File: src/rtl/core/ssc_pkg.sv
// ----------------------------------------------------------------------------
// ssc_pkg
// types, register codes and constants of the sector scan coordinate generator
// ----------------------------------------------------------------------------
package ssc_pkg;

    localparam int IDX_W        = 12;
    localparam int CNT_W        = 13;
    localparam int RAD_W        = 10;
    localparam int SPAN_W       = 16;
    localparam int COORD_W      = 20;
    localparam int CFG_IDX_W    = 3;
    localparam int CFG_DATA_W   = 16;
    localparam int FRAC_BITS    = 8;
    localparam int ANG_SHIFT    = 8;
    localparam int RQ_W         = 20;
    localparam int ANG_W        = 26;
    localparam int CV_W         = 33;
    localparam int CORDIC_STEPS = 16;
    localparam int RQ_QBITS     = RAD_W + FRAC_BITS;
    localparam int ANG_QBITS    = SPAN_W + ANG_SHIFT;
    localparam int DIV_STAGES   = ANG_QBITS;
    localparam int RAD_SKIP     = DIV_STAGES - RQ_QBITS;
    localparam int PROD_W       = RQ_W + CV_W;

    typedef enum logic [CFG_IDX_W-1:0] {
        REG_RAD_LO     = 3'd0,
        REG_RAD_HI     = 3'd1,
        REG_ANGLE_SPAN = 3'd2,
        REG_ROW_COUNT  = 3'd3,
        REG_COL_COUNT  = 3'd4
    } ssc_reg_t;

    localparam logic [RAD_W-1:0]  RST_RAD_LO     = 10'd1;
    localparam logic [RAD_W-1:0]  RST_RAD_HI     = 10'd300;
    localparam logic [SPAN_W-1:0] RST_ANGLE_SPAN = 16'd14080;
    localparam logic [CNT_W-1:0]  RST_ROW_COUNT  = 13'd256;
    localparam logic [CNT_W-1:0]  RST_COL_COUNT  = 13'd256;

    localparam logic signed [ANG_W-1:0] QUARTER_TURN = 26'sd5898240;
    localparam logic signed [ANG_W-1:0] HALF_TURN    = 26'sd11796480;
    localparam logic signed [CV_W-1:0]  CORDIC_GAIN  = 33'sd652032874;
    localparam logic signed [PROD_W-1:0] ROUND_HALF  = 53'sd536870912;
    localparam logic signed [24:0] COORD_MAX = 25'sd524287;
    localparam logic signed [24:0] COORD_MIN = -25'sd524288;

    localparam logic signed [ANG_W-1:0] ATAN_DEG [CORDIC_STEPS] = '{
        26'sd2949120, 26'sd1740967, 26'sd919879, 26'sd466945,
        26'sd234379,  26'sd117304,  26'sd58666,  26'sd29335,
        26'sd14668,   26'sd7334,    26'sd3667,   26'sd1833,
        26'sd917,     26'sd458,     26'sd229,    26'sd115
    };

    typedef struct packed {
        logic [IDX_W-1:0] row_index;
        logic [IDX_W-1:0] col_index;
    } ssc_item_t;

    typedef struct packed {
        logic signed [COORD_W-1:0] x_coord;
        logic signed [COORD_W-1:0] y_coord;
        logic                      index_error;
    } ssc_result_t;

    typedef struct packed {
        logic [RAD_W-1:0]  rad_lo;
        logic [RAD_W-1:0]  rad_hi;
        logic [SPAN_W-1:0] angle_span;
        logic [CNT_W-1:0]  row_count;
        logic [CNT_W-1:0]  col_count;
    } ssc_cfg_t;

    typedef struct packed {
        logic                   err;
        logic signed [RQ_W-1:0] rq;
    } ssc_side_t;

endpackage

File: src/rtl/core/ssc_project.sv
// ----------------------------------------------------------------------------
// ssc_project
// radius times cos and sin, rounding, offset and saturation
// ----------------------------------------------------------------------------
module ssc_project (
    input  logic                             clk,
    input  logic                             rst_n,
    input  logic                             adv,
    input  logic                             in_v,
    input  logic signed [ssc_pkg::CV_W-1:0]  cosv,
    input  logic signed [ssc_pkg::CV_W-1:0]  sinv,
    input  ssc_pkg::ssc_side_t               side,
    input  logic [ssc_pkg::RAD_W-1:0]        rad_lo,
    output logic                             out_v,
    output ssc_pkg::ssc_result_t             out_res
);
    import ssc_pkg::*;

    localparam int T_W = PROD_W - 30;

    logic                     mv_reg;
    logic                     merr_reg;
    logic signed [PROD_W-1:0] px_reg;
    logic signed [PROD_W-1:0] py_reg;

    logic signed [PROD_W-1:0] px_next;
    logic signed [PROD_W-1:0] py_next;
    logic signed [PROD_W-1:0] xs;
    logic signed [PROD_W-1:0] ys;
    logic signed [24:0]       base;
    logic signed [24:0]       xv;
    logic signed [24:0]       yv;
    ssc_result_t              res_next;

    logic                     ov_reg;
    ssc_result_t              res_reg;

    function automatic logic signed [COORD_W-1:0] clamp(input logic signed [24:0] v);
        logic signed [COORD_W-1:0] c;
        if (v > COORD_MAX)
            c = COORD_MAX[COORD_W-1:0];
        else if (v < COORD_MIN)
            c = COORD_MIN[COORD_W-1:0];
        else
            c = v[COORD_W-1:0];
        return c;
    endfunction

    always_comb
    begin
        px_next = PROD_W'(side.rq) * PROD_W'(cosv);
        py_next = PROD_W'(side.rq) * PROD_W'(sinv);
    end

    always_ff @(posedge clk or negedge rst_n)
    begin
        if (!rst_n)
        begin
            mv_reg <= 1'b0;
            ov_reg <= 1'b0;
        end
        else if (adv)
        begin
            mv_reg <= in_v;
            ov_reg <= mv_reg;
        end
    end

    always_ff @(posedge clk)
    begin
        if (adv)
        begin
            merr_reg <= side.err;
            px_reg   <= px_next;
            py_reg   <= py_next;
        end
    end

    // round half up to the coordinate grid, floor shift
    always_comb
    begin
        xs   = (px_reg + ROUND_HALF) >>> 30;
        ys   = (py_reg + ROUND_HALF) >>> 30;
        base = $signed({7'b0, rad_lo, {FRAC_BITS{1'b0}}});
        xv   = -25'($signed(xs[T_W-1:0])) - base;
        yv   = -25'($signed(ys[T_W-1:0])) - base;
        if (merr_reg)
        begin
            res_next.x_coord = '0;
            res_next.y_coord = '0;
        end
        else
        begin
            res_next.x_coord = clamp(xv);
            res_next.y_coord = clamp(yv);
        end
        res_next.index_error = merr_reg;
    end

    always_ff @(posedge clk)
    begin
        if (adv)
        begin
            res_reg <= res_next;
        end
    end

    assign out_v   = ov_reg;
    assign out_res = res_reg;

endmodule

File: config.mk
export PLATFORM = sky130hd
export DESIGN_NAME = ssc_project
export DESIGN_NICKNAME = d
export VERILOG_FILES = /design/src/rtl/core/ssc_pkg.sv /design/src/rtl/core/ssc_project.sv
export SDC_FILE = /design/constraint.sdc
export NUM_CORES = 2
export LEC_CHECK = 0
export BUFFER_PORTS_ARGS = -buffer_cell sky130_fd_sc_hd__buf_2
export CAP_MARGIN = 20
export CORE_MARGIN = 1.5
export CORE_UTILIZATION = 40
export CTS_CLUSTER_DIAMETER = 120
export CTS_CLUSTER_SIZE = 30
export DETAILED_ROUTE_END_ITERATION = 16
export SLEW_MARGIN = 25
export SYNTH_ARGS = -nofsm -noshare
export SYNTH_HDL_FRONTEND = slang
export SYNTH_SLANG_ARGS = --single-unit
File: constraint.sdc
create_clock -name clk -period 10.27 [get_ports clk]
set_input_delay 1.027 -clock clk [delete_from_list [all_inputs] [get_ports clk]]
set_output_delay 1.027 -clock clk [all_outputs]
set_load 0.02 [all_outputs]
=== Yosys cells after proc, flatten, opt, wreduce, memory -nomap -nowiden ===
Index checks and enable logic that the tools add are counted.

* Memories: 0
* Bits in latches: 0
* Register bits: 150
* ROM bits: 0
* Word-level logic and storage cells: 28
* Bits in writable memories: 0
* Output and inout port bits: 42
* Input port bits: 101

* Reductions and logical operators: 2
* Add/sub/neg operators: 6
* Bitwise logic cells: 0
* Muxes and demuxes: 4
* Divide/modulo/power cells: 0
* $mul: 2
* Magnitude comparators: 4
* Shift-type cells: 0
* Equal/unequal tests: 0

{| class="wikitable"
|+ Operators by type and width
! operator !! number
|-
| adder 53 x 31 -> 53 bit (second input constant) || 2
|-
| multiplier 20 x 33 -> 53 bit || 2
|-
| > comparator 25 x 20 -> 1 bit (second input constant) || 2
|-
| less-than comparator 25 x 20 -> 1 bit (second input constant) || 2
|-
| negation 23 -> 25 bit || 2
|-
| subtractor 25 x 19 -> 25 bit || 2
|-
| 2-to-1 mux 20 bit || 2
|-
| 2-to-1 mux 19 bit || 2
|-
| OR reduction 2 bit || 2
|}

=== Depth between registers and ports, before layout ===
* Depth in word-level cells: 6
* Depth in mapped cells: 27
* Mapped depth without buffers: 25

=== Worst setup path after synthesis ===
OpenSTA, ideal clock, no wires.

* Path kind: in2reg
* From: in side[3] (netlist name)
* To: reg py_reg[35], data pin
* Arrival: 7487 ps
* Path slack: 2511 ps
* Library setup time: 272 ps
* Required time: 9998 ps
* Path buffers: 2
* Cell stages on the path: 26
* Cells stage by stage: buf_1 > clkbuf_1 > and2_1 > fa_1 > fa_1 > inv_1 > fa_1 > inv_1 > fa_1 > inv_1 > fa_1 > inv_1 > fa_1 > inv_1 > fa_1 > inv_1 > ha_1 > a211o_1 > a2111oi_0 > o211ai_1 > a2bb2oi_1 > a31oi_1 > o21ai_0 > nand2b_1 > and4b_1 > or4_1

* Cells in the longest elaborated chain, start to end: 1

{| class="wikitable"
|+ Ends and longest elaborated chain
! item !! RTL line !! text
|-
| start, declared || ssc_project.sv:12 || <nowiki>input ssc_pkg::ssc_side_t side,</nowiki>
|-
| multiplier 20 x 33 -> 53 bit || ssc_project.sv:52 || <nowiki>py_next = PROD_W'(side.rq) * PROD_W'(sinv);</nowiki>
|-
| net py_next[35] || ssc_project.sv:27 || <nowiki>logic signed [PROD_W-1:0] py_next;</nowiki>
|-
| end signal, assigned || ssc_project.sv:75 || <nowiki>py_reg <= py_next;</nowiki>
|-
| end, declared || ssc_project.sv:24 || <nowiki>logic signed [PROD_W-1:0] py_reg;</nowiki>
|}

The timed path passes the listed nets, and every way through them passes these cells.
A chain may end at the register's enable or synchronous reset.

=== Worst setup path after layout ===
* From: in side[6] (netlist name)
* To: reg px_reg[48], data pin

* Cells in the longest elaborated chain, start to end: 1

{| class="wikitable"
|+ Ends and longest elaborated chain
! item !! RTL line !! text
|-
| multiplier 20 x 33 -> 53 bit || ssc_project.sv:51 || <nowiki>px_next = PROD_W'(side.rq) * PROD_W'(cosv);</nowiki>
|-
| net px_next[48] || ssc_project.sv:26 || <nowiki>logic signed [PROD_W-1:0] px_next;</nowiki>
|-
| end signal, assigned || ssc_project.sv:74 || <nowiki>px_reg <= px_next;</nowiki>
|-
| end, declared || ssc_project.sv:23 || <nowiki>logic signed [PROD_W-1:0] px_reg;</nowiki>
|}

The timed path passes the listed nets, and every way through them passes these cells.

==> impl_metrics.csv <==
group,metric,value,unit
timing,slew_viol_final,0,
synth,yosysUniqueCellTypes,86,
worst_setup_path,critPathLaunchType,"primary input",
timing,worst_pin_slew,1.13,ns
cts,cts_setup_buffers,0,
routing,drcViolationCount,0,
status,status,"finished, final reports clean",
cts,cts_hold_buf,0,
finish,post-route-util,42.2,%
global_routing,grt_pass1_wl,227,mm
worst_setup_path,cp-end-kind,"register",
finish,final_common_cell,"inv_1",
routing,wire_per_inst,18.6,um
timing,setup_viol,0,
place,gp_congestion,0.874,
floorplanning,core_area,0.129,mm2
global_routing,met3_usage,2.61,%
floorplanning,dieArea,0.133,mm2
global_routing,grt.total_usage,21.9,%
global_routing,grt_busiest_layer,"met2",
floorplanning,die_h,364,um
cts,cts_resized,0,
finish,drive_gt1_share,3.98,%
routing,route.vias.total,37300,
synth,synthCells,5722,
global_routing,grt_max_degree,62,
worst_setup_path,worstPathMaxFanout,41,
timing,rsz0062_at_grt,"no",
worst_setup_path,critPathKind,"in -> reg",
timing,timing.final.crit_period,8.67,ns
finish,largest_reg_flops,41,
timing,final_hold_viol_count,0,
cts,clock_path_buffers,2,
place,hpwlAfterDp,109,mm
floorplanning,die_w,364,um
finish,fin_nets,7367,
timing,max_freq,115,MHz
min_path,hold_class,"in -> async",
synth,ys_warn_count,0,
global_routing,grt-ovfl-total,0,
synth,ys_ff_latch,92,
floorplanning,initial_core_util,40.4,%
cts,clock_sinks,92,
routing,ant_nets,0,
cts,cts_tree,"built",
floorplanning,num_io_pins,143,
synth,postSynthAreaPerCell,9.13,um2
timing,finalCritPeriodShare,84.4,%
floorplanning,rows,132,
timing,setup-tns-final,0,ns
worst_setup_path,cp.required,10.39,ns
flow_run,cap_viol_max_count,0,
finish,syn2layout_area_growth,4.65,%
worst_setup_path,cp-startpoint,"side[6]",
synth,synthArstFlopShare,2.17,%
synth,synth_edf_count,90,
synth,syn_nets,7459,
cts,cts_root_buf,"clkbuf_16",
finish,most-common-layout-cells,"1488 x inv_1, 1306 x fa_1, 680 x and2_1, 657 x nand2_1, 330 x ha_1",
worst_setup_path,reg2reg_from,"px_reg[29]$_DFFE_PP_",
worst_setup_path,cp.arrival,8.79,ns
timing,fin_skew,0.0114,ns
routing,wl,137,mm
global_routing,met1_usage,28.5,%
timing,max_slew_margin,25.0,%
global_routing,antenna_found_initial,12,
synth,synth_area,0.0522,mm2
place,io_buffers,142,
global_routing,grt_pass1_vias,41700,
routing,via_per_inst,5.06,
synth,ys_seq_area_share,5.27,%
global_routing,grtUsageMet2,38.4,%
cts,h-tree-depth,3,
cts,clock_latency,0.38,ns
routing,drt_iter0_drc,2143,
synth,synth-main-ff-cell,"edfxtp_1",
cts,cts_buffers,9,
cts,clk_pin_slew,0.06,ns
routing,first_pass_iters,5,
## critical path, stage by stage
cell and delay [ns]:
buf_2 0.58, buf_12 0.35, nand2_1 0.12, fa_1 0.50, fa_1 0.51, fa_1 0.51, inv_1 0.05, fa_1 0.58
fa_1 0.46, fa_1 0.50, inv_1 0.05, fa_1 0.47, inv_1 0.04, ha_1 0.34, and4_1 0.26, and3_1 0.21
o31ai_1 0.14, o221ai_1 0.63, o21ai_0 0.33, and2_1 0.28, o21a_1 0.25, a21o_1 0.20, a311o_1 0.35
## cells by family after synthesis
family / count (synthesis) / synth area share (%)
DFF: 92 / 5.27
muxes: 6 / 0.122
and+or+nand+nor: 1680 / 16.4
AOI/OAI and AO/OA: 403 / 5.27
xor gates and xnor gates: 131 / 2.20
adders and majority gates: 1636 / 57.9
buffers and inverters: 1774 / 12.8
## layer usage
layer  vias up  part of all wire, %
li1      16500                    -
met1     19500                   41
met2      1025                   50
met3       220                  5.7
met4        14                  2.9
met5         -                0.062
## cell usage after synthesis (6+ instances only)
cell type | instances | area, um2
o211ai_1 | 16 | 120
inv_1 | 1489 | 5590
xnor2_1 | 79 | 692
nand3_1 | 39 | 195
o31ai_1 | 9 | 67.6
nor3_1 | 25 | 125
fa_1 | 1306 | 26100
edfxtp_1 | 90 | 2700
a211oi_1 | 20 | 150
o21ai_0 | 67 | 335
o21bai_1 | 8 | 60.1
o21ai_1 | 8 | 40.0
a21oi_1 | 100 | 500
ha_1 | 330 | 4130
or3_1 | 13 | 81.3
xor2_1 | 52 | 455
clkbuf_1 | 274 | 1030
nand4b_1 | 6 | 52.6
a211o_1 | 9 | 78.8
and4_1 | 10 | 87.6
and2_1 | 680 | 4250
or4_1 | 6 | 45.0
nor2b_1 | 15 | 93.8
o21a_1 | 17 | 128
a221oi_1 | 7 | 61.3
nand2b_1 | 26 | 163
a21o_1 | 54 | 405
nand2_1 | 657 | 2470
and3_1 | 20 | 125
nand4_1 | 30 | 188
o22ai_1 | 16 | 100
nor2_1 | 126 | 473
## worst paths after layout
path | to | slack, ns | cells past startpoint
worst max-delay path | px_reg[48]$_DFFE_PP_ | 1.60 | 23
worst min-delay path | out_v$_DFFE_PN0P_ | 0.43 | 1
worst max register to register | out_res[27]$_SDFFCE_PP0P_ | 4.84 | 15
worst min register to register | out_v$_DFFE_PN0P_ | 0.51 | 1
max in group asynchronous | mv_reg$_DFFE_PN0P_ | 9.75 | 1
min in group clk | out_v$_DFFE_PN0P_ | 0.51 | 1
## stage by stage
stage	instances	setup WS, ns	instance area, um2	hold WS (ns)
6_report	7378	1.60	54700	0.426
5_1_grt	7377	1.36	54700	0.405
4_1_cts	7377	1.69	54700	0.404
3_5_place_dp	7361	1.32	54400	0.496
3_3_place_gp	7361	1.31	54400	0.484
2_1_floorplan	5722	2.51	52200	0.475
## area by class of cell
cell class / count / area [um2]
Fill cell: 13000 / 74800
Multi-Input combinational cell: 3856 / 42800
Inverter: 1489 / 5590
Sequential cell: 92 / 2750
Tap cell: 1742 / 2180
Timing Repair Buffer: 182 / 1070
Clock buffer: 10 / 229
Clock inverter: 6 / 40.0
Antenna cell: 1 / 2.50
Power is not shown: default switching activity piles up to over one toggle a cycle in this logic, so the estimate is an artifact.
