### config.mk
export PLATFORM = sky130hd
export DESIGN_NAME = ssc_cordic
export DESIGN_NICKNAME = d
export VERILOG_FILES = /design/src/rtl/core/ssc_pkg.sv /design/src/rtl/core/ssc_cordic.sv
export SDC_FILE = /design/constraint.sdc
export NUM_CORES = 2
export LEC_CHECK = 0
export BUFFER_PORTS_ARGS = -buffer_cell sky130_fd_sc_hd__buf_2
export CAP_MARGIN = 20
export CORE_AREA = 2 2 465 467
export DETAILED_ROUTE_END_ITERATION = 8
export DIE_AREA = 0 0 467 469
export MAX_ROUTING_LAYER = met4
export PLACE_DENSITY = 0.77
export SYNTH_ARGS = -nofsm -noshare
export SYNTH_HDL_FRONTEND = slang
export SYNTH_SLANG_ARGS = --single-unit
export TNS_END_PERCENT = 50
### constraint.sdc
create_clock -name clk -period 6.35 [get_ports clk]
set_clock_uncertainty 0.1 [all_clocks]
set_input_delay 0 -clock clk [delete_from_list [all_inputs] [get_ports clk]]
set_output_delay 0 -clock clk [all_outputs]
set_load 0.02 [all_outputs]
### src/rtl/core/ssc_pkg.sv
// ----------------------------------------------------------------------------
// ssc_pkg
// types, register codes and constants of the sector scan coordinate generator
// ----------------------------------------------------------------------------
package ssc_pkg;

    localparam int IDX_W        = 12;
    localparam int CNT_W        = 13;
    localparam int RAD_W        = 10;
    localparam int SPAN_W       = 16;
    localparam int COORD_W      = 20;
    localparam int CFG_IDX_W    = 3;
    localparam int CFG_DATA_W   = 16;
    localparam int FRAC_BITS    = 8;
    localparam int ANG_SHIFT    = 8;
    localparam int RQ_W         = 20;
    localparam int ANG_W        = 26;
    localparam int CV_W         = 33;
    localparam int CORDIC_STEPS = 16;
    localparam int RQ_QBITS     = RAD_W + FRAC_BITS;
    localparam int ANG_QBITS    = SPAN_W + ANG_SHIFT;
    localparam int DIV_STAGES   = ANG_QBITS;
    localparam int RAD_SKIP     = DIV_STAGES - RQ_QBITS;
    localparam int PROD_W       = RQ_W + CV_W;

    typedef enum logic [CFG_IDX_W-1:0] {
        REG_RAD_LO     = 3'd0,
        REG_RAD_HI     = 3'd1,
        REG_ANGLE_SPAN = 3'd2,
        REG_ROW_COUNT  = 3'd3,
        REG_COL_COUNT  = 3'd4
    } ssc_reg_t;

    localparam logic [RAD_W-1:0]  RST_RAD_LO     = 10'd1;
    localparam logic [RAD_W-1:0]  RST_RAD_HI     = 10'd300;
    localparam logic [SPAN_W-1:0] RST_ANGLE_SPAN = 16'd14080;
    localparam logic [CNT_W-1:0]  RST_ROW_COUNT  = 13'd256;
    localparam logic [CNT_W-1:0]  RST_COL_COUNT  = 13'd256;

    localparam logic signed [ANG_W-1:0] QUARTER_TURN = 26'sd5898240;
    localparam logic signed [ANG_W-1:0] HALF_TURN    = 26'sd11796480;
    localparam logic signed [CV_W-1:0]  CORDIC_GAIN  = 33'sd652032874;
    localparam logic signed [PROD_W-1:0] ROUND_HALF  = 53'sd536870912;
    localparam logic signed [24:0] COORD_MAX = 25'sd524287;
    localparam logic signed [24:0] COORD_MIN = -25'sd524288;

    localparam logic signed [ANG_W-1:0] ATAN_DEG [CORDIC_STEPS] = '{
        26'sd2949120, 26'sd1740967, 26'sd919879, 26'sd466945,
        26'sd234379,  26'sd117304,  26'sd58666,  26'sd29335,
        26'sd14668,   26'sd7334,    26'sd3667,   26'sd1833,
        26'sd917,     26'sd458,     26'sd229,    26'sd115
    };

    typedef struct packed {
        logic [IDX_W-1:0] row_index;
        logic [IDX_W-1:0] col_index;
    } ssc_item_t;

    typedef struct packed {
        logic signed [COORD_W-1:0] x_coord;
        logic signed [COORD_W-1:0] y_coord;
        logic                      index_error;
    } ssc_result_t;

    typedef struct packed {
        logic [RAD_W-1:0]  rad_lo;
        logic [RAD_W-1:0]  rad_hi;
        logic [SPAN_W-1:0] angle_span;
        logic [CNT_W-1:0]  row_count;
        logic [CNT_W-1:0]  col_count;
    } ssc_cfg_t;

    typedef struct packed {
        logic                   err;
        logic signed [RQ_W-1:0] rq;
    } ssc_side_t;

endpackage

### src/rtl/core/ssc_cordic.sv
// ----------------------------------------------------------------------------
// ssc_cordic
// quadrant fold and sixteen stage rotation-mode cordic in degrees
// ----------------------------------------------------------------------------
module ssc_cordic (
    input  logic                              clk,
    input  logic                              rst_n,
    input  logic                              adv,
    input  logic                              in_v,
    input  logic signed [ssc_pkg::ANG_W-1:0]  ang,
    input  ssc_pkg::ssc_side_t                side,
    output logic                              out_v,
    output logic signed [ssc_pkg::CV_W-1:0]   cosv,
    output logic signed [ssc_pkg::CV_W-1:0]   sinv,
    output ssc_pkg::ssc_side_t                out_side
);
    import ssc_pkg::*;

    logic signed [ANG_W-1:0] z_next;
    logic                    flip_next;

    logic                    v_reg    [0:CORDIC_STEPS];
    logic                    flip_reg [0:CORDIC_STEPS];
    ssc_side_t               side_reg [0:CORDIC_STEPS];
    logic signed [CV_W-1:0]  x_reg    [0:CORDIC_STEPS];
    logic signed [CV_W-1:0]  y_reg    [0:CORDIC_STEPS];
    logic signed [ANG_W-1:0] z_reg    [0:CORDIC_STEPS];

    logic                   ov_reg;
    logic signed [CV_W-1:0] cos_reg;
    logic signed [CV_W-1:0] sin_reg;
    ssc_side_t              oside_reg;

    // fold into +-90 degrees, results negated afterwards
    always_comb
    begin
        z_next    = ang;
        flip_next = 1'b0;
        if (ang > QUARTER_TURN)
        begin
            z_next    = ang - HALF_TURN;
            flip_next = 1'b1;
        end
        else if (ang < -QUARTER_TURN)
        begin
            z_next    = ang + HALF_TURN;
            flip_next = 1'b1;
        end
    end

    always_ff @(posedge clk or negedge rst_n)
    begin
        if (!rst_n)
        begin
            v_reg[0] <= 1'b0;
        end
        else if (adv)
        begin
            v_reg[0] <= in_v;
        end
    end

    always_ff @(posedge clk)
    begin
        if (adv)
        begin
            flip_reg[0] <= flip_next;
            side_reg[0] <= side;
            x_reg[0]    <= CORDIC_GAIN;
            y_reg[0]    <= '0;
            z_reg[0]    <= z_next;
        end
    end

    for (genvar i = 0; i < CORDIC_STEPS; i++)
    begin : g_step
        logic signed [CV_W-1:0]  x_next;
        logic signed [CV_W-1:0]  y_next;
        logic signed [ANG_W-1:0] zs_next;

        always_comb
        begin
            if (!z_reg[i][ANG_W-1])
            begin
                x_next  = x_reg[i] - (y_reg[i] >>> i);
                y_next  = y_reg[i] + (x_reg[i] >>> i);
                zs_next = z_reg[i] - ATAN_DEG[i];
            end
            else
            begin
                x_next  = x_reg[i] + (y_reg[i] >>> i);
                y_next  = y_reg[i] - (x_reg[i] >>> i);
                zs_next = z_reg[i] + ATAN_DEG[i];
            end
        end

        always_ff @(posedge clk or negedge rst_n)
        begin
            if (!rst_n)
            begin
                v_reg[i+1] <= 1'b0;
            end
            else if (adv)
            begin
                v_reg[i+1] <= v_reg[i];
            end
        end

        always_ff @(posedge clk)
        begin
            if (adv)
            begin
                flip_reg[i+1] <= flip_reg[i];
                side_reg[i+1] <= side_reg[i];
                x_reg[i+1]    <= x_next;
                y_reg[i+1]    <= y_next;
                z_reg[i+1]    <= zs_next;
            end
        end
    end

    always_ff @(posedge clk or negedge rst_n)
    begin
        if (!rst_n)
        begin
            ov_reg <= 1'b0;
        end
        else if (adv)
        begin
            ov_reg <= v_reg[CORDIC_STEPS];
        end
    end

    always_ff @(posedge clk)
    begin
        if (adv)
        begin
            cos_reg   <= flip_reg[CORDIC_STEPS] ? -x_reg[CORDIC_STEPS] : x_reg[CORDIC_STEPS];
            sin_reg   <= flip_reg[CORDIC_STEPS] ? -y_reg[CORDIC_STEPS] : y_reg[CORDIC_STEPS];
            oside_reg <= side_reg[CORDIC_STEPS];
        end
    end

    assign out_v    = ov_reg;
    assign cosv     = cos_reg;
    assign sinv     = sin_reg;
    assign out_side = oside_reg;

endmodule

## Yosys cells after proc, flatten, opt, wreduce, memory -nomap -nowiden

Memories as Yosys holds them, arrays and structs flattened. A register that Yosys moved wholly into a read port is not among the register bits.
Cells that the tools add are included.

- Eq/ne operators: 0
- Shifts and indexed selects: 0
- $add $sub $neg: 99
- Bitwise logic cells: 0
- Reductions and logical operators: 0
- Mux-type cells: 56
- Magnitude comparators: 2
- Multipliers: 0
- Divide/modulo/power cells: 0

Operator list:

| cell | number |
|---|---|
| $mux W33 | 34 |
| $mux W26 | 18 |
| $add A33 B18 Y33 | 2 |
| $add A33 B19 Y33 | 2 |
| $add A33 B20 Y33 | 2 |
| $add A33 B21 Y33 | 2 |
| $add A33 B22 Y33 | 2 |
| $add A33 B23 Y33 | 2 |
| $add A33 B24 Y33 | 2 |
| $add A33 B25 Y33 | 2 |
| $add A33 B26 Y33 | 2 |
| $add A33 B27 Y33 | 2 |
| $add A33 B28 Y33 | 2 |
| $add A33 B29 Y33 | 2 |
| $add A33 B30 Y33 | 2 |
| $add A33 B31 Y33 | 2 |
| $add A33 B32 Y33 | 2 |
| $neg A33 Y33 | 2 |
| $sub A33 B18 Y33 | 2 |
| $sub A33 B19 Y33 | 2 |
| $sub A33 B20 Y33 | 2 |
| $sub A33 B21 Y33 | 2 |
| $sub A33 B22 Y33 | 2 |
| $sub A33 B23 Y33 | 2 |
| other kinds (48) | 61 |

- Logic and storage cells: 182
- Register bits: 84
- Memories: 5
- Output and inout port bits: 88
- Input port bits: 51
- Bits in read-only memories: 0
- Bits in latches: 0
- RAM bits: 1938

Memories:

| name | depth | bits a word | rd ports | clocked after Yosys merged registers in | write ports | RTL line | RTL |
|---|---|---|---|---|---|---|---|
| x_reg | 17 | 33 | 17 | 0 | 17 | ssc_cordic.sv:25 | `logic signed [CV_W-1:0] x_reg [0:CORDIC_STEPS];` |
| y_reg | 17 | 33 | 17 | 0 | 17 | ssc_cordic.sv:26 | `logic signed [CV_W-1:0] y_reg [0:CORDIC_STEPS];` |
| z_reg | 17 | 26 | 16 | 0 | 17 | ssc_cordic.sv:27 | `logic signed [ANG_W-1:0] z_reg [0:CORDIC_STEPS];` |
| side_reg | 17 | 21 | 17 | 1 | 17 | ssc_cordic.sv:24 | `ssc_side_t side_reg [0:CORDIC_STEPS];` |
| flip_reg | 17 | 1 | 17 | 0 | 17 | ssc_cordic.sv:23 | `logic flip_reg [0:CORDIC_STEPS];` |

## Depth between registers and ports, before layout

- Depth in word-level cells: 3
- Depth in mapped cells: 21
- Depth with buffers taken out: 21

## Worst setup path after synthesis

No wires, ideal clock.

- Kind: register -> register
- From: memory y_reg[4][12]
- To: memory x_reg[5][32], in the netlist x_reg[0][197] (data pin)
- Arrival: 4.242 ns
- Clock period less this slack: 4.605 ns
- Required time: 5.988 ns
- Path slack: 1.745 ns
- Library setup time: 0.262 ns
- Path buffers: 0
- Cell stages (with the launch flop): 18
- Path through: edfxtp_1 or4_1 or3_1 nor4_1 nor2b_1 nand2_1 o41ai_1 xnor2_1 ha_1 a21o_1 a21oi_1 o2111ai_1 o21a_1 a41o_1 o41ai_1 o21bai_1 a21oi_1 xor2_1

RTL lines:

| item | RTL line |
|---|---|
| start, declared | ssc_cordic.sv:26 |
| end, declared | ssc_cordic.sv:25 |

==> metrics.txt <==
Critical Path Start=y_reg[6][8]; Crit Path Class=register to register; mean post-synth cell area=about 10 um2; worst-case clock buffer depth=3; Req. time, crit path=6.84 ns; GRT Overall Usage=29.0%; commonest non-fill, non-tap cells in the layout=1818 x edfxtp_1, 1309 x a21oi_1, 1284 x ha_1; Hold Startpoint=adv; number of synthesized flops with an enable pin=approximately 1800; io pins=139; Async SR Flop Fraction=0.980%; Critical Path Fanout Max=6; reg-to-reg critical path startpoint=y_reg[6][8]; DRC Markers=0; row count=170; Port-buffer cells=approximately 140; Synth Flop Type=edfxtp_1; hold buffer count at cts=107; register area share after synthesis=43.0%; Setup Viol. Count Final=0; Netlist cell types=approximately 110; Syn Inst Count=12200; Syn Nets=roughly 14000; GRT overflow=0; max_slew headroom=between 20% and 30%; Die ar.=219000 um2; die height=469 um; Hold Path Stages=2; Worst Path Arrival=between 6 and 7 ns; number of synthesized register bits=roughly 1800; CTS H-tree lvls=4; worst-case reg-to-reg path depth=16; Max Cap Viol=0; Clk pin slew, worst setup/hold paths=0.06 ns; Final HPWL DP=~240000 um; reg2reg setup slack=around 0.8 ns; setup repair bufs after CTS=0; max reg flops=496; initial antenna violation count=3; main area contributors after synthesis=edfxtp_1 43%, ha_1 13%, xnor2_1 8.2%; Least-Margin Pin Slew=1.18 ns; CTS tree=done; RSZ-0062 raised after global routing=false; core area=214000 um2; crit share post-route=87.3%; RR Endpoint=x_reg[0][261]; clk sinks=between 1500 and 2000; f_max=approximately 180 MHz; setup tns final=0 ns; status=completed; Final Hold Vio Count=0; initial drt markers=7443; WL final=314000 um; Antenna Nets Post-Route=0; Area Overhead vs Synth=9.58%; via/cell ratio=just over 6; share of the synthesized area in the top cell type=42.6%; routed vias=between 90000 and 100k; Mapped Area=128000 um2; commonest non-fill, non-tap cell in the layout=edfxtp_1; Layout Nets=14000; routability cong.=0.963; Skew-Pair Late Insertion Delay=0.88 ns; Filler Cell Count=16400; worst min-delay path class=primary input to register; DR WL/cell=20.2 um; Worst setup SP type=register; first-pass GRT wire length=495000 um; vias in the first global route=just over 90000; share of cells above drive strength 1=under 10%; count of final max-slew check failures=0; TritonRoute pass-1 iters=6; Initial Utilization=59.9%; Synthesis Warnings=0; post-CTS resize count=0; CTS Root Cell=clkbuf_16; post-route minimum period=5.55 ns; CTS buffer count=200; crit path capture type=register; largest net degree at the start of global routing=between 150 and 200; Yosys top cell by area=edfxtp_1; Worst Hold End=side_reg[8][19]; Die Wd=~470 um
[metal layers]
metal / vias to the layer above / global-route usage (%) / share of wire, %
met5: - / - / 0
met1: 45500 / 37.1 / 43
met3: 568 / 3.23 / 5.3
li1: 46100 / - / -
met2: 2754 / 48.0 / 48
met4: 0 / 9.85 / 3.5
[synthesized netlist by cell type (18+ instances only)]
cell type,instances
o21ai_0,486
o31ai_1,69
a211oi_1,89
a211o_1,32
o2111ai_1,24
a21o_1,562
and2_1,74
nor2_1,1006
nand2b_1,156
a21oi_1,1309
o21bai_1,166
o21a_1,158
edfxtp_1,1818
inv_1,535
xor2_1,592
xnor2_1,1199
or2_2,29
o41ai_1,38
nand4_1,59
and3_1,108
nor2b_1,151
mux2_2,69
a31o_2,27
o211ai_1,51
nor3b_1,40
nor3_1,296
o31a_1,18
a31oi_1,140
dfrtp_1,18
clkbuf_1,134
nand2_1,559
o21ai_1,24
a41oi_1,21
a21boi_0,35
nand3_1,193
nor4_1,103
ha_1,1284
mux2i_1,64
or3_1,49
or4_1,46
fa_1,44
buf_1,38
[worst max path at each step]
stage | end | cells past startpoint
floorplan | x_reg[0][197] | 17
global placement | x_reg[0][197] | 18
detailed placement | y_reg[11][30] | 18
CTS | y_reg[11][30] | 18
global route | y_reg[11][31] | 18
finish | x_reg[0][261] | 16
[kinds of logic (layout without fill, tap and decap cells)]
family	after synthesis	count (layout)	synth area share [%]
multiplexers	133	133	1.11
adder cells (fa/ha/maj)	1328	1328	13.2
buffers and inverters	710	1233	2.08
other	0	2	0
XOR/XNOR	1792	1792	12.3
AND/OR/NAND/NOR	2953	2953	11.2
AO/OA/AOI/OAI	3467	3467	17.2
flip-flops	1836	1836	43.0
[per-stage QoR]
step / area (um2) / setup slack (ns) / utilization (%) / hold slack (ns) / instances
2_1_floorplan: 128000 / 1.75 / - / -0.396 / 12200
3_3_place_gp: 132000 / 0.888 / 61.9 / -0.163 / 15100
3_5_place_dp: 132000 / 0.892 / 61.9 / -0.148 / 15100
4_1_cts: 140000 / 0.862 / 65.6 / 0.0317 / 15600
5_1_grt: 140000 / 0.361 / 65.6 / 0.146 / 15600
6_report: 140000 / 0.805 / 65.6 / 0.119 / 15600
[critical path, cell delays in order (launching register included)]
cell and delay [ns]:
edfxtp_1 0.48, or3_1 0.43, nor4_1 0.77, a21oi_1 0.20, xor2_1 0.18, ha_1 0.37
a41o_1 0.26, a21oi_1 0.25, nand2_1 0.09, a21oi_1 0.22, o21ai_0 0.23, o21ai_1 0.50
a31oi_1 0.30, a221o_1 0.39, a21o_1 0.19, a21oi_1 0.19, xnor2_1 0.10
[final cells by class]
cell class	count	area, um2	share of cell area, %
diodes	2	5.00	0.00357
clock inverters	138	1710	1.22
repair buffers	324	2480	1.77
inverters	537	2020	1.44
multi-input cells	9673	70300	50.1
clock buffers	234	5160	3.68
flip-flops and latches	1836	55000	39.2
well taps	2838	3550	2.53
Power is left out: the tool's default activity adds up to more than one toggle a clock period on the data nets, which glitch-free logic cannot reach.
