**src/rtl/core/ssc_pkg.sv**
```systemverilog
// ----------------------------------------------------------------------------
// ssc_pkg
// types, register codes and constants of the sector scan coordinate generator
// ----------------------------------------------------------------------------
package ssc_pkg;

    localparam int IDX_W        = 12;
    localparam int CNT_W        = 13;
    localparam int RAD_W        = 10;
    localparam int SPAN_W       = 16;
    localparam int COORD_W      = 20;
    localparam int CFG_IDX_W    = 3;
    localparam int CFG_DATA_W   = 16;
    localparam int FRAC_BITS    = 8;
    localparam int ANG_SHIFT    = 8;
    localparam int RQ_W         = 20;
    localparam int ANG_W        = 26;
    localparam int CV_W         = 33;
    localparam int CORDIC_STEPS = 16;
    localparam int RQ_QBITS     = RAD_W + FRAC_BITS;
    localparam int ANG_QBITS    = SPAN_W + ANG_SHIFT;
    localparam int DIV_STAGES   = ANG_QBITS;
    localparam int RAD_SKIP     = DIV_STAGES - RQ_QBITS;
    localparam int PROD_W       = RQ_W + CV_W;

    typedef enum logic [CFG_IDX_W-1:0] {
        REG_RAD_LO     = 3'd0,
        REG_RAD_HI     = 3'd1,
        REG_ANGLE_SPAN = 3'd2,
        REG_ROW_COUNT  = 3'd3,
        REG_COL_COUNT  = 3'd4
    } ssc_reg_t;

    localparam logic [RAD_W-1:0]  RST_RAD_LO     = 10'd1;
    localparam logic [RAD_W-1:0]  RST_RAD_HI     = 10'd300;
    localparam logic [SPAN_W-1:0] RST_ANGLE_SPAN = 16'd14080;
    localparam logic [CNT_W-1:0]  RST_ROW_COUNT  = 13'd256;
    localparam logic [CNT_W-1:0]  RST_COL_COUNT  = 13'd256;

    localparam logic signed [ANG_W-1:0] QUARTER_TURN = 26'sd5898240;
    localparam logic signed [ANG_W-1:0] HALF_TURN    = 26'sd11796480;
    localparam logic signed [CV_W-1:0]  CORDIC_GAIN  = 33'sd652032874;
    localparam logic signed [PROD_W-1:0] ROUND_HALF  = 53'sd536870912;
    localparam logic signed [24:0] COORD_MAX = 25'sd524287;
    localparam logic signed [24:0] COORD_MIN = -25'sd524288;

    localparam logic signed [ANG_W-1:0] ATAN_DEG [CORDIC_STEPS] = '{
        26'sd2949120, 26'sd1740967, 26'sd919879, 26'sd466945,
        26'sd234379,  26'sd117304,  26'sd58666,  26'sd29335,
        26'sd14668,   26'sd7334,    26'sd3667,   26'sd1833,
        26'sd917,     26'sd458,     26'sd229,    26'sd115
    };

    typedef struct packed {
        logic [IDX_W-1:0] row_index;
        logic [IDX_W-1:0] col_index;
    } ssc_item_t;

    typedef struct packed {
        logic signed [COORD_W-1:0] x_coord;
        logic signed [COORD_W-1:0] y_coord;
        logic                      index_error;
    } ssc_result_t;

    typedef struct packed {
        logic [RAD_W-1:0]  rad_lo;
        logic [RAD_W-1:0]  rad_hi;
        logic [SPAN_W-1:0] angle_span;
        logic [CNT_W-1:0]  row_count;
        logic [CNT_W-1:0]  col_count;
    } ssc_cfg_t;

    typedef struct packed {
        logic                   err;
        logic signed [RQ_W-1:0] rq;
    } ssc_side_t;

endpackage

```
**src/rtl/core/ssc_front.sv**
```systemverilog
// ----------------------------------------------------------------------------
// ssc_front
// index check, radius and angle products and two pipelined long dividers
// ----------------------------------------------------------------------------
module ssc_front (
    input  logic                              clk,
    input  logic                              rst_n,
    input  logic                              adv,
    input  logic                              in_v,
    input  ssc_pkg::ssc_item_t                item,
    input  ssc_pkg::ssc_cfg_t                 cfg,
    output logic                              out_v,
    output logic                              out_err,
    output logic signed [ssc_pkg::RQ_W-1:0]   out_rq,
    output logic signed [ssc_pkg::ANG_W-1:0]  out_ang
);
    import ssc_pkg::*;

    localparam int AP_W = IDX_W + SPAN_W;
    localparam int RP_W = IDX_W + RAD_W;

    logic signed [RAD_W:0] diff;
    logic [RAD_W-1:0]      mag;
    logic [RP_W-1:0]       rprod;
    logic [AP_W-1:0]       aprod;
    logic                  err_next;

    logic                 v_reg   [0:DIV_STAGES];
    logic                 err_reg [0:DIV_STAGES];
    logic [CNT_W-1:0]     ar_reg  [0:DIV_STAGES];
    logic [ANG_QBITS-1:0] aw_reg  [0:DIV_STAGES];
    logic [CNT_W-1:0]     rr_reg  [0:DIV_STAGES];
    logic [RQ_QBITS-1:0]  rw_reg  [0:DIV_STAGES];

    logic                   fv_reg;
    logic                   ferr_reg;
    logic signed [RQ_W-1:0] rq_reg;
    logic signed [RQ_W-1:0] rq_next;
    logic signed [ANG_W-1:0] ang_reg;
    logic signed [ANG_W-1:0] ang_next;

    always_comb
    begin
        diff     = $signed({1'b0, cfg.rad_hi}) - $signed({1'b0, cfg.rad_lo});
        mag      = diff[RAD_W] ? RAD_W'(-diff) : diff[RAD_W-1:0];
        rprod    = RP_W'(item.row_index) * RP_W'(mag);
        aprod    = AP_W'(item.col_index) * AP_W'(cfg.angle_span);
        err_next = ({1'b0, item.row_index} >= cfg.row_count) ||
                   ({1'b0, item.col_index} >= cfg.col_count);
    end

    always_ff @(posedge clk or negedge rst_n)
    begin
        if (!rst_n)
        begin
            v_reg[0] <= 1'b0;
        end
        else if (adv)
        begin
            v_reg[0] <= in_v;
        end
    end

    // top bits of the numerator start as the remainder, which stays below the count
    always_ff @(posedge clk)
    begin
        if (adv)
        begin
            err_reg[0] <= err_next;
            ar_reg[0]  <= CNT_W'(aprod[AP_W-1:ANG_QBITS-ANG_SHIFT]);
            aw_reg[0]  <= {aprod[ANG_QBITS-ANG_SHIFT-1:0], {ANG_SHIFT{1'b0}}};
            rr_reg[0]  <= CNT_W'(rprod[RP_W-1:RQ_QBITS-FRAC_BITS]);
            rw_reg[0]  <= {rprod[RQ_QBITS-FRAC_BITS-1:0], {FRAC_BITS{1'b0}}};
        end
    end

    for (genvar k = 0; k < DIV_STAGES; k++)
    begin : g_div
        logic [CNT_W:0]       a_trial;
        logic                 a_ge;
        logic [CNT_W-1:0]     ar_next;
        logic [ANG_QBITS-1:0] aw_next;
        logic [CNT_W-1:0]     rr_next;
        logic [RQ_QBITS-1:0]  rw_next;

        always_comb
        begin
            a_trial = {ar_reg[k], aw_reg[k][ANG_QBITS-1]};
            a_ge    = a_trial >= {1'b0, cfg.col_count};
            ar_next = a_ge ? CNT_W'(a_trial - {1'b0, cfg.col_count}) : a_trial[CNT_W-1:0];
            aw_next = {aw_reg[k][ANG_QBITS-2:0], a_ge};
        end

        if (k >= RAD_SKIP)
        begin : g_rad
            logic [CNT_W:0] r_trial;
            logic           r_ge;

            always_comb
            begin
                r_trial = {rr_reg[k], rw_reg[k][RQ_QBITS-1]};
                r_ge    = r_trial >= {1'b0, cfg.row_count};
                rr_next = r_ge ? CNT_W'(r_trial - {1'b0, cfg.row_count})
                               : r_trial[CNT_W-1:0];
                rw_next = {rw_reg[k][RQ_QBITS-2:0], r_ge};
            end
        end
        else
        begin : g_wait
            // radius quotient is shorter, so it idles in the first stages
            always_comb
            begin
                rr_next = rr_reg[k];
                rw_next = rw_reg[k];
            end
        end

        always_ff @(posedge clk or negedge rst_n)
        begin
            if (!rst_n)
            begin
                v_reg[k+1] <= 1'b0;
            end
            else if (adv)
            begin
                v_reg[k+1] <= v_reg[k];
            end
        end

        always_ff @(posedge clk)
        begin
            if (adv)
            begin
                err_reg[k+1] <= err_reg[k];
                ar_reg[k+1]  <= ar_next;
                aw_reg[k+1]  <= aw_next;
                rr_reg[k+1]  <= rr_next;
                rw_reg[k+1]  <= rw_next;
            end
        end
    end

    always_comb
    begin
        rq_next = diff[RAD_W]
            ? $signed({2'b0, cfg.rad_lo, {FRAC_BITS{1'b0}}}) -
              $signed({2'b0, rw_reg[DIV_STAGES]})
            : $signed({2'b0, cfg.rad_lo, {FRAC_BITS{1'b0}}}) +
              $signed({2'b0, rw_reg[DIV_STAGES]});
        ang_next = $signed({2'b0, aw_reg[DIV_STAGES]}) -
                   $signed({3'b0, cfg.angle_span, 7'b0});
    end

    always_ff @(posedge clk or negedge rst_n)
    begin
        if (!rst_n)
        begin
            fv_reg <= 1'b0;
        end
        else if (adv)
        begin
            fv_reg <= v_reg[DIV_STAGES];
        end
    end

    always_ff @(posedge clk)
    begin
        if (adv)
        begin
            ferr_reg <= err_reg[DIV_STAGES];
            rq_reg   <= rq_next;
            ang_reg  <= ang_next;
        end
    end

    assign out_v   = fv_reg;
    assign out_err = ferr_reg;
    assign out_rq  = rq_reg;
    assign out_ang = ang_reg;

endmodule

```
**config.mk**
```make
export PLATFORM = sky130hd
export DESIGN_NAME = ssc_front
export DESIGN_NICKNAME = d
export VERILOG_FILES = /design/src/rtl/core/ssc_pkg.sv /design/src/rtl/core/ssc_front.sv
export SDC_FILE = /design/constraint.sdc
export NUM_CORES = 2
export LEC_CHECK = 0
export ABC_AREA = 0
export ABC_CLOCK_PERIOD_IN_PS = 3600
export BUFFER_PORTS_ARGS = -buffer_cell sky130_fd_sc_hd__buf_2
export CORE_MARGIN = 1.5
export CORE_UTILIZATION = 30
export DETAILED_ROUTE_END_ITERATION = 7
export HOLD_SLACK_MARGIN = 0.06
export PLACE_DENSITY = 0.47
export SLEW_MARGIN = 20
export SYNTH_ARGS = -nofsm -noshare
export SYNTH_HDL_FRONTEND = slang
export SYNTH_SLANG_ARGS = --single-unit
```
**constraint.sdc**
```tcl
create_clock -name clk -period 3.6 [get_ports clk]
set_clock_uncertainty 0.15 [all_clocks]
set_input_delay 0.54 -clock clk [delete_from_list [all_inputs] [get_ports clk]]
set_output_delay 0.54 -clock clk [all_outputs]
set_load 0.05 [all_outputs]
```
**Word-level counts from Yosys, hierarchy flattened**

Memories as Yosys holds them, arrays and structs flattened. A register that Yosys moved wholly into a read port is not among the register bits.
Cells that the tools add are included.

- $add $sub $neg: 47
- Multiply operators: 2
- $lt $le $gt $ge: 44
- Muxes and demuxes: 46
- Reductions and logical operators: 1

Operator list:

| cell | count |
|---|---|
| $ge 14x13->1 | 42 |
| $mux 13 | 42 |
| $sub 13x13->13 | 42 |
| $mul 12x16->28 | 1 |
| $ge 12x13->1 | 2 |
| $sub 24x23->25 | 1 |
| $mul 12x10->22 | 1 |
| $mux 20 | 1 |
| $add 18x18->19 | 1 |
| $sub 18x18->19 | 1 |
| $sub 10x10->11 | 1 |
| $mux 10 | 1 |
| $neg 10->10 | 1 |
| $mux 1 | 2 |
| $logic_or 1x1->1 | 1 |

- Register bits after elaboration: 72
- Memory bits (writable): 1,725
- Input port bits: 90
- Output and inout bits: 48
- Word-level logic and storage cells: 173
- Memories: 5

Memory list:

| name | words | width | read ports | clocked after memory_dff | write ports | line | RTL |
|---|---|---|---|---|---|---|---|
| aw_reg | 25 | 24 | 25 | 0 | 25 | ssc_front.sv:31 | `logic [ANG_QBITS-1:0] aw_reg [0:DIV_STAGES];` |
| rw_reg | 25 | 18 | 25 | 0 | 25 | ssc_front.sv:33 | `logic [RQ_QBITS-1:0] rw_reg [0:DIV_STAGES];` |
| ar_reg | 25 | 13 | 24 | 0 | 25 | ssc_front.sv:30 | `logic [CNT_W-1:0] ar_reg [0:DIV_STAGES];` |
| rr_reg | 25 | 13 | 24 | 0 | 25 | ssc_front.sv:32 | `logic [CNT_W-1:0] rr_reg [0:DIV_STAGES];` |
| err_reg | 25 | 1 | 25 | 1 | 25 | ssc_front.sv:29 | `logic err_reg [0:DIV_STAGES];` |

**Longest topological paths before layout**

- Depth in word-level cells: 4
- Gate-level depth with buffers: 31
- Depth with buffers taken out: 29

**Worst setup path after synthesis**

Ideal clock, no wire load.

- Path kind: input-to-reg
- Start: in cfg[42] in the netlist's numbering
- End: mem rr_reg[0][8], data pin
- Library setup time: 259 ps
- Arrival: 7,016 ps
- Required time: 3,191 ps
- Slack: -3,825 ps
- Stages on the path: 31
- Buffers on the path: 2
- Cells stage by stage: inv_1 ha_1 fa_1 nand2b_1 a21oi_1 a211oi_2 o2bb2ai_1 o21ai_1 buf_2 nor2_1 a21oi_1 buf_2 nand2_1 fa_1 inv_1 fa_1 inv_1 fa_1 inv_1 fa_1 inv_1 fa_1 inv_1 ha_1 or2_2 a21o_1 a31oi_1 o21bai_1 a221o_1 a21oi_1 xnor2_1

RTL lines:

| element | line | RTL |
|---|---|---|
| start: declaration | ssc_front.sv:11 | `input ssc_pkg::ssc_cfg_t cfg,` |
| end: declaration | ssc_front.sv:32 |  |

==> metrics <==
Die Wd between 500 and 600 microns; row cnt just under 200; leading cell type in the layout, fill and taps excluded edfxtp_1; Worst setup SP type primary input; Wirelength per Cell 17.8 microns; synthesized area approximately 85000 sq um; IO Port Bufs 137; Synth Net Count 8196; final worst path period share 1.78; Achievable Freq 0.156 GHz; final HPWL from detailed placement 155000 microns; Setup WS post-layout -2800 ps; Reg-to-Reg Start aw_reg[1][143]; first-pass GRT wire length 331000 microns; actual slew at the worst max-slew pin 987 ps; Final min period 6400 ps; Pleak 0.0421 uW; Final Hold Fails 0; HP Start cfg[52]; max FFs per register 436; Setup TNS Final -57150 ps; Crit. End Element register; status finished with violations; total CTS buffers 181; dpl cells 11600; Vias per Instance roughly 4.8; PD cells ~1100 nW/um^2; Hold EP out_rq[8]; total chip power 111000 uW; failing checks setup timing; register area share after synthesis 0.503; vias in the first global route a little under 60000; DRT Pass-1 Iters 5; most frequent cells in the layout edfxtp_1, ha_1, buf_4; asr flop ratio synth 0.0181; hold path depth 4; clock transition at the registers of the reported paths ~60 ps; DRC viols 0; maximum VDD drop 1.70 mV; core outline area around 280000 sq um; Antenna Nets Post-Route 0; Starting Density 0.302; GR Util All Layers 0.147; pre-CTS WS -3720 ps; Cells after Synth 7106; Avg Cell Area, Syn about 12 sq um; via count 57100; Finished Layout Cells between 10000 and 15000; Worst-Skew Late Latency about 830 ps; Reg-to-Reg End ar_reg[1][90]; area grow syn2layout 23.2%; Setup violations, final 38; Slew Limit Fails 0; RSZ-0062 raised after global routing true; Hold WC Path Type in2reg; FF-to-FF path depth 11; CP max FO 9; reg2reg setup slack 210 ps; Synth Flop Type edfxtp_1; Yosys reg bits 1435; Slew headroom 0.338; H-tree levels 4; Nets 9159; # clock sinks 1435; Post-synth EDFFs 1409; Worst EP arrival 6800 ps; total gr overflow 0; Routed WL 213000 microns; Setup Crit Path Kind in2reg; CTS tree done; Clock Tree Root clkbuf_16; YS warnings 0; initial antenna violation count 10; Die Ht 536 microns; routability cong. 0.847; CP Data Required Time 4000 ps; I/O pin count around 140; # Max-Cap Violations 0; share of cells above drive strength 1 0.213; total die area approximately 290000 sq um; Detailed Route Iter0 Violations approximately 3300; clock tree buffer depth 4; fin util 0.372; Synth cell types 104; largest net degree at the start of global routing 131
==> critical path: stages <==
cell and delay, ps:
buf_2 110, ha_4 250, nand3_2 80, a21oi_2 40, or4_4 550, a211oi_4 260, nand2_2 110, o41ai_2 340
xnor2_1 140, bufbuf_16 290, buf_6 140, and2_4 160, fa_1 530, inv_1 60, fa_2 550, inv_1 50
fa_2 540, fa_1 460, ha_4 270, ha_4 250, a21oi_4 160, o21bai_1 100, a21oi_2 230, buf_4 170
a21oi_4 60, o22a_1 190, xnor2_2 150
==> repair_timing <==
action,CTS,global route
setup buffers,27,32
gates resized for setup,173,131
setup endpoints to repair,38,38
cloned,2,0
hold buffers,6,0
pin swaps,96,139
endpoints found under the hold margin,42,0
==> how the worst max path moves through the flow <==
stage / depth (start not counted) / end / slack (ps) / startpoint
floorplan: 31 / rr_reg[0][8] / -3250 / cfg[42]
global placement: 28 / rr_reg[0][9] / -3720 / cfg[42]
detailed placement: 31 / rr_reg[0][9] / -3720 / cfg[42]
CTS: 28 / rr_reg[0][8] / -2740 / cfg[53]
global route: 29 / rr_reg[0][11] / -3000 / cfg[42]
finish: 27 / rr_reg[0][11] / -2800 / cfg[45]
==> layout make-up <==
type / count / area, sq um
Antenna cell: 1 / 2.50
Clock buffer: 211 / 4750
Clock inverter: 112 / 1160
Fill cell: 27300 / 177000
Inverter: 518 / 1960
Multi-Input combinational cell: 5016 / 41600
Sequential cell: 1435 / 43000
Tap cell: 3743 / 4680
Timing Repair Buffer: 917 / 8050
==> where the power goes <==
| part | leakage, uW | total [uW] | switching, uW | internal [uW] |
|---|---|---|---|---|
| sequential | 0.0141 | 28400 | 2450 | 26000 |
| combinational | 0.0252 | 64400 | 32000 | 32300 |
| clock | 0.00286 | 18200 | 7330 | 10900 |
| total | 0.0421 | 111000 | 41800 | 69200 |
==> logic make-up (layout without fill, tap and decap cells) <==
group / after synthesis / count (layout) / synth area share
multiplexers: 252 / 252 / 0.0341
buffers and inverters: 655 / 1758 / 0.0303
AO/OA/AOI/OAI: 1656 / 1656 / 0.123
adder cells (fa/ha/maj): 1000 / 1000 / 0.170
XOR/XNOR: 385 / 385 / 0.0395
other: 0 / 1 / 0
AND/OR/NAND/NOR: 1723 / 1723 / 0.0995
flip-flops: 1435 / 1435 / 0.503
==> per-stage QoR <==
step	hold WS, ps	area (sq um)
2_1_floorplan	94.4	86400
3_3_place_gp	250	97400
3_5_place_dp	255	97400
4_1_cts	75.5	104000
5_1_grt	121	105000
6_report	148	105000
==> routing by layer <==
layer | vias to the layer above | part of all wire | global-route usage
met5 | - | 0.000033 | 0
met4 | 2 | 0.034 | 0.0502
met3 | 354 | 0.040 | 0.0205
met2 | 980 | 0.45 | 0.236
met1 | 27700 | 0.47 | 0.202
li1 | 28100 | - | -
==> synthesized netlist by cell type, drive strengths merged (134+ instances only) <==
library cell  number  share of area
xnor2            246          0.025
inv              518          0.023
fa               261          0.061
o21a             134          0.012
nor2b            158          0.012
xor2             139          0.014
ha               739           0.11
o21ai            559          0.033
nor2             340          0.015
a21oi            348          0.020
a21o             149          0.013
edfxtp          1409           0.50
mux2             203          0.028
nand2            589          0.026
Note: power is estimated with default switching activity, not from simulation.
